==> src/rtl/core/ntt_pkg.sv <==
`timescale 1ns / 1ps
// ----------------------------------------------------------------------------
// ntt_pkg: shared types and constants
// Transaction structs, modulus, operation codes and sequencer states.
// ----------------------------------------------------------------------------
package ntt_pkg;

    localparam int          LOG_MAX_DEF = 10;
    localparam logic [29:0] MODULUS     = 30'd998244353;
    localparam logic [29:0] GEN         = 30'd3;
    localparam int          ODD_PART    = 119;
    localparam int          TWO_EXP     = 23;

    // Operation codes
    localparam logic [1:0] KIND_WRITE     = 2'd0;
    localparam logic [1:0] KIND_TRANSFORM = 2'd1;
    localparam logic [1:0] KIND_READ      = 2'd2;

    // Configuration register indexes
    localparam logic [0:0] REG_LOG_SIZE = 1'b0;
    localparam logic [0:0] REG_INVERSE  = 1'b1;

    typedef struct packed {
        logic [1:0]  kind;
        logic [9:0]  index;
        logic [29:0] value;
    } ntt_in_t;

    typedef struct packed {
        logic [29:0] read_value;
        logic        read_valid;
    } ntt_out_t;

    // Sequencer states
    typedef enum logic [4:0] {
        ST_IDLE,
        ST_WRITE,      // reduce and store a coefficient
        ST_READ_WAIT,  // RAM read latency
        ST_READ_OUT,
        ST_ROOT_INIT,  // set up root exponentiation
        ST_POW_MUL,    // one modmul step of an exponentiation
        ST_POW_WAIT,
        ST_INV_ROOT,   // decide next exponentiation phase
        ST_REV_RD_A,   // bit-reversal: read i
        ST_REV_RD_B,   // read r
        ST_REV_WR_A,
        ST_REV_WR_B,
        ST_REV_NEXT,
        ST_STAGE_INIT, // compute stage step root
        ST_BF_RD_LO,
        ST_BF_RD_HI,
        ST_BF_MUL_GO,  // issue t = w * hi
        ST_BF_MUL,     // wait for t
        ST_BF_WR_HI,
        ST_BF_WR_LO,
        ST_BF_W,       // w = w * step
        ST_BF_NEXT,
        ST_SC_RD,
        ST_SC_MUL_GO,  // issue scale product
        ST_SC_MUL,
        ST_SC_WR,
        ST_DONE
    } ntt_state_t;

    // Handshake between sequencer and modular multiplier
    typedef struct packed {
        logic        start;
        logic [29:0] a;
        logic [29:0] b;
    } ntt_mul_req_t;

    typedef struct packed {
        logic        done;
        logic [29:0] product;
    } ntt_mul_rsp_t;

endpackage

==> src/rtl/core/ntt_modmul.sv <==
`timescale 1ns / 1ps
// ----------------------------------------------------------------------------
// ntt_modmul: iterative modular multiplier
// Computes a*b mod p by shift-add, two bits of b per cycle.
// ----------------------------------------------------------------------------
module ntt_modmul
    import ntt_pkg::*;
(
    input  logic         clk,
    input  logic         rst_n,
    input  ntt_mul_req_t req,
    output ntt_mul_rsp_t rsp
);

    logic [29:0] a_reg, a_next;
    logic [29:0] b_reg, b_next;
    logic [29:0] acc_reg, acc_next;
    logic [3:0]  cnt_reg, cnt_next;
    logic        busy_reg, busy_next;
    logic        done_reg, done_next;

    // double-and-add of one bit, inputs below p
    function automatic logic [29:0] step_bit(input logic [29:0] acc, input logic [29:0] a,
                                              input logic bit_in);
        logic [30:0] d;
        logic [30:0] s;
        begin
            d = {acc, 1'b0};
            if (d >= {1'b0, MODULUS})
            begin
                d = d - {1'b0, MODULUS};
            end
            s = d + (bit_in ? {1'b0, a} : 31'd0);
            if (s >= {1'b0, MODULUS})
            begin
                s = s - {1'b0, MODULUS};
            end
            step_bit = s[29:0];
        end
    endfunction

    always_comb
    begin
        a_next    = a_reg;
        b_next    = b_reg;
        acc_next  = acc_reg;
        cnt_next  = cnt_reg;
        busy_next = busy_reg;
        done_next = 1'b0;
        if (req.start)
        begin
            a_next    = req.a;
            b_next    = req.b;
            acc_next  = '0;
            cnt_next  = '0;
            busy_next = 1'b1;
        end
        else if (busy_reg)
        begin
            acc_next = step_bit(step_bit(acc_reg, a_reg, b_reg[29]), a_reg, b_reg[28]);
            b_next   = {b_reg[27:0], 2'b00};
            cnt_next = cnt_reg + 4'd1;
            if (cnt_reg == 4'd14)
            begin
                busy_next = 1'b0;
                done_next = 1'b1;
            end
        end
    end

    always_ff @(posedge clk or negedge rst_n)
    begin
        if (!rst_n)
        begin
            busy_reg <= 1'b0;
            done_reg <= 1'b0;
            cnt_reg  <= '0;
        end
        else
        begin
            busy_reg <= busy_next;
            done_reg <= done_next;
            cnt_reg  <= cnt_next;
        end
    end

    always_ff @(posedge clk)
    begin
        a_reg   <= a_next;
        b_reg   <= b_next;
        acc_reg <= acc_next;
    end

    assign rsp.done    = done_reg;
    assign rsp.product = acc_reg;

endmodule

==> config.mk <==
export PLATFORM = sky130hd
export DESIGN_NAME = ntt_modmul
export DESIGN_NICKNAME = d
export VERILOG_FILES = /design/src/rtl/core/ntt_pkg.sv /design/src/rtl/core/ntt_modmul.sv
export SDC_FILE = /design/constraint.sdc
export NUM_CORES = 1
export LEC_CHECK = 0
export BUFFER_PORTS_ARGS = -buffer_cell sky130_fd_sc_hd__buf_4
export CAP_MARGIN = 20
export CORE_ASPECT_RATIO = 0.5
export CORE_UTILIZATION = 56
export DETAILED_ROUTE_END_ITERATION = 10
export PLACE_DENSITY = 0.79
export SYNTH_ARGS = -nofsm -noshare
export SYNTH_HDL_FRONTEND = slang
export SYNTH_SLANG_ARGS = --single-unit
==> constraint.sdc <==
create_clock -name clk -period 12.8 [get_ports clk]
set_clock_uncertainty 0.05 [all_clocks]
set_input_delay 2.56 -clock clk [delete_from_list [all_inputs] [get_ports clk]]
set_output_delay 2.56 -clock clk [all_outputs]
set_load 0.02 [all_outputs]
======== Word-level counts from Yosys, hierarchy flattened ========
Cells that the tools add are included.
Widths: inputs -> output; s select.
operators by class
  add/subtract/negate cells ............... 7
  order comparisons ....................... 4
  equality and inequality tests ........... 1
  muxes and demuxes ....................... 22
  reduce and logical (&&, ||, !) cells .... 1
operators by type and width
  kind                    number
  $mux 30                 8
  $mux 31                 6
  $ge 31x30->1 const B    4
  $add 31x30->31          2
  $sub 31x30->31 const B  2
  $sub 30x30->30 const B  2
  $mux 4                  2
  $mux 1                  6
  $add 4x1->4 const B     1
  $eq 4x4->1 const B      1
  $reduce_bool 2->1       1
word-level totals
  register bits ........................... 96
  input port bits ......................... 63
  output and inout port bits .............. 31
  logic and storage cells ................. 41

======== Depth between registers and ports, before layout ========
  word-level depth ........................ 16
  depth in mapped cells ................... 54
  depth with buffers taken out ............ 49

======== Least setup slack after synthesis ========
No wires, ideal clock.
  kind .................................... register to register
  from .................................... reg acc_reg[14]
  to ...................................... reg acc_reg[20]
  library setup time ...................... 0.091 ns
  arrival ................................. 11.966 ns
  required time ........................... 12.659 ns
  path slack .............................. 0.693 ns
  cell stages (with the launch flop) ...... 54
  path buffers ............................ 7
  period minus slack after synthesis ...... 12.107 ns
  cells stage by stage .................... dfxtp_1 or4_1 nor4_2 nand2b_1 or2_2 a21oi_1 o21bai_1 clkbuf_1 nand2_1 nor3_1 xor2_1 ha_1 buf_2 o211a_1 a21bo_2 a211o_1 a2111oi_4 a21oi_1 (+18 left out) ha_1 o21a_1 o21ai_0 or4_1 o2111a_1 or3_1 a211oi_1 nand4b_1 nor3_1 nand2b_1 o311a_1 o2111a_1 or3_1 a21oi_1 buf_2 a211oi_2 a21o_1 a311oi_1
between the ends
  cells in the longest elaborated chain, start to end .. 16
  elaborated cells between the ends (all ways) .. 20
  classes of those cells .................. add/sub: 6; order compare: 4; mux: 10
ends and longest elaborated chain
  element                                                RTL line                            text
  start, declared                                        ntt_modmul.sv:17                    logic [29:0] acc_reg, acc_next;
  start signal, assigned                                 ntt_modmul.sv:91                    acc_reg <= acc_next;
  $sub 31x30->31 / $ge 31x30->1 (equally long branches)  ntt_modmul.sv:31, ntt_modmul.sv:29
  $mux 31 (*)                                            ntt_modmul.sv:29                    if (d >= {1'b0, MODULUS})
  $mux 31 (*)                                            ntt_modmul.sv:58                    else if (busy_reg)
  $mux 31 (*)                                            ntt_modmul.sv:50                    if (req.start)
  $add 31x30->31 (*)                                     ntt_modmul.sv:33                    s = d + (bit_in ? {1'b0, a} : 31'd0);
  $sub 30x30->30 / $ge 31x30->1 (equally long branches)  ntt_modmul.sv:36, ntt_modmul.sv:34
  $mux 30 (*)                                            ntt_modmul.sv:34                    if (s >= {1'b0, MODULUS})
  $mux 30 (*)                                            ntt_modmul.sv:58
  $mux 30 (*)                                            ntt_modmul.sv:50
  $sub 31x30->31 / $ge 31x30->1 (equally long branches)  ntt_modmul.sv:31, ntt_modmul.sv:29
  $mux 31 (*)                                            ntt_modmul.sv:29
  $mux 31 (*)                                            ntt_modmul.sv:58
  $mux 31 (*)                                            ntt_modmul.sv:50
  $add 31x30->31 (*)                                     ntt_modmul.sv:33
  $sub 30x30->30 / $ge 31x30->1 (equally long branches)  ntt_modmul.sv:36, ntt_modmul.sv:34
  $mux 30 (*)                                            ntt_modmul.sv:34
Mark *: on every way between the ends. The rest lies on a longest branch, timed or not. The select of a mux whose other input is x is not followed.
A chain may end at the register's enable or synchronous reset.

======== Worst setup path after layout ========
  from .................................... reg acc_reg[6]
  to ...................................... reg acc_reg[17]
The elaborated chain is that of the path after synthesis.

==> flow_summary.json <==
{
  "status": "finished clean",
  "crit_fanout": 13,
  "grt-ovfl-total": 0,
  "pre_cts_ws_ns": -0.0433,
  "area_delta_synth_final_pct": 16.4,
  "syn_nets": 1475,
  "tightest_slew_ns": 1.09,
  "num_antenna_cells": 0,
  "place.detailed.hpwl_mm": 31.1,
  "drt_iter0_markers": 1339,
  "critPathMaxStageDelay_ns": 0.60,
  "final_common_cell": "buf_4",
  "cts_buffer_depth": 2,
  "clockRootBuffer": "clkbuf_16",
  "start_util_pct": 58.1,
  "fill_cells": 1553,
  "ys_warn_count": 0,
  "path_common_cell": "buf_4",
  "setup_slack_ns": 0.260,
  "min_path_type": "reg -> reg",
  "antenna_found_initial": 0,
  "postSynth.asyncResetShare_pct": 6.25,
  "ys.flop_type": "edfxtp_1",
  "cts_buffers": 9,
  "rows": 35,
  "drt-total-wl_mm": 39.3,
  "synth-seq-cells": 96,
  "reg2reg_depth": 45,
  "clk_pin_slew_ns": 0.07,
  "max_freq_mhz": 79.7,
  "r2r-start": "acc_reg[6]",
  "die_y_um": 101,
  "drv_slew": 0,
  "avgSynthCellArea_um2": 8.10,
  "syn_area_mm2": 0.0109,
  "viasPerCell": 6.69,
  "die_width_um": 199,
  "worstHoldStart": "acc_reg[7]",
  "crit_type": "reg -> reg",
  "dr_total_vias": 11500,
  "ios": 94,
  "yosysTopAreaCell": "edfxtp_1",
  "r2r-end": "acc_reg[17]",
  "top_layer": "met4",
  "grt_pass1_vias": 10500,
  "synth-compound-area-share_pct": 24.7,
  "drt-wirelength-per-cell_um": 22.9,
  "gp_congestion": 1.00,
  "hold_viol": 0,
  "final_antenna_net_count": 0,
  "crit_arrival_ns": 12.74,
  "endpoint_kind": "flip-flop",
  "maxSlewHeadroom_pct": 27.6,
  "cts_tree": "yes",
  "ff2ff_setup_slack_ns": 0.26,
  "grt_max_degree": 87,
  "wl_met1_mm": 17.9,
  "fin_crit_sh_pct": 98.0,
  "clock_latency_ns": 0.35,
  "synth_top_family_by_area": "simple AND/OR/NAND/NOR gates",
  "finalSetupViolations": 0,
  "yosysSeqAreaShare_pct": 23.5,
  "mostFrequentLayoutCells": "buf_4 (156), nor2_1 (114), nand2_1 (109)",
  "critPathRequiredTime_ns": 13.00,
  "stdcell_count": 1717,
  "fin_area_mm2": 0.0127,
  "final_nets": 1586,
  "critPathTopFamily": "compound AO/OA/AOI/OAI gates",
  "hold_end": "acc_reg[7]",
  "rsz0062_at_grt": "yes",
  "synthXorXnorAreaFrac_pct": 9.50,
  "htree_levels": 3,
  "io_buffers": 93,
  "synth-edff-count": 60,
  "grt_usage_pct": 39.1,
  "place_inst": 1697,
  "crit_buf_inv": 5,
  "period_needed_ns": 12.54,
  "dr.pass1.iters": 8,
  "synth-simple-area-share_pct": 26.5,
  "synthAdderAreaFrac_pct": 8.20,
  "place_area_mm2": 0.0121,
  "crit_path_top_delay_cell": "or4_1",
  "synth_area_leaders": "edfxtp_1 (17%), ha_1 (7.8%), xnor2_1 (6.0%)",
  "met3WireLength_mm": 4.70,
  "cts.sinks": 96,
  "routed-wl-met2_mm": 15.9,
  "critPathLaunchType": "flip-flop",
  "grt_pass1_wl_mm": 59.2,
  "yosysTopAreaCellShare_pct": 16.6,
  "hold_depth": 2,
  "postSynthCellCount": 1342,
  "synth_mux_area_share_pct": 4.05,
  "drcViolationCount": 0,
  "cap_viol_max_count": 0,
  "synth_cell_type_count": 97,
  "dieArea_mm2": 0.0200,
  "drive_gt1_share_pct": 19.1,
  "coreArea_mm2": 0.0187
}
-- routing by layer --
metal	track usage [%]	vias to the layer above
li1	-	5268
met1	58.3	5463
met2	55.1	677
met3	10.3	76
met4	9.88	0
met5	0	-
-- cell type report --
cell class / count / area (µm²) / share of cell area [%]
multi-input combinational: 1148 / 8120 / 64.2
sequential: 96 / 2550 / 20.2
timing repair buffer: 158 / 1210 / 9.56
tap: 259 / 324 / 2.56
clock buffer: 10 / 239 / 1.89
inverter: 40 / 150 / 1.19
clock inverter: 6 / 57.6 / 0.455
-- cells by family (layout without fill, tap and decap cells) --
group                    Yosys count  after routing
XOR/XNOR                         117            117
buffers and inverters             98            214
multiplexers                      40             40
AND/OR/NAND/NOR                  549            549
AO/OA/AOI/OAI                    372            372
adder cells (fa/ha/maj)           70             70
flip-flops                        96             96
-- worst register-to-register path, delay by kind of cell, from the launching register on --
kind / cells / cell delay (ns)
compound gates: 19 / 4.80
xor+xnor: 3 / 1.00
fa+ha+maj: 2 / 0.79
buf+inv: 5 / 0.94
flops: 1 / 0.37
simple gates: 16 / 4.50
-- cells in the mapped netlist (all sizes together) (26+ instances only) --
master and number:
nor2 114, nand2 109, a21oi 84, xnor2 75, and2 74, ha 68, o21ai 61, edfxtp 60
nand3 45, nor3 45, clkbuf 44, xor2 42, inv 40, mux2 32, or3 31, dfxtp 30
a211oi 26
-- worst max-delay path by stage --
stage	from	endpoint	slack, ns	cells past startpoint
floorplan	acc_reg[14]	acc_reg[20]	0.69	53
global placement	acc_reg[6]	acc_reg[27]	0.31	43
detailed placement	acc_reg[15]	acc_reg[27]	-0.04	43
CTS	acc_reg[15]	acc_reg[17]	0.01	44
global route	acc_reg[6]	acc_reg[17]	-0.12	44
finish	acc_reg[6]	acc_reg[17]	0.26	45
-- per-stage QoR --
| step | setup TNS, ns | hold WS, ns | util (%) |
|---|---|---|---|
| global route | -0.564 | 0.517 | 67.7 |
| floorplan | 0 | 0.455 | - |
| global placement | 0 | 0.466 | 64.7 |
| CTS | 0 | 0.495 | 66.3 |
| finish | 0 | 0.496 | 67.7 |
| detailed placement | -0.0433 | 0.485 | 64.7 |
-- timing repair --
item / in CTS / in global routing
pin swaps: 0 / 8
hold buffers: 0 / 0
setup endpoints to repair: 6 / 30
setup buffers: 0 / 3
resized for setup: 1 / 41
Power is not shown: default switching activity piles up to over one toggle a cycle in this logic, so the estimate is an artifact.
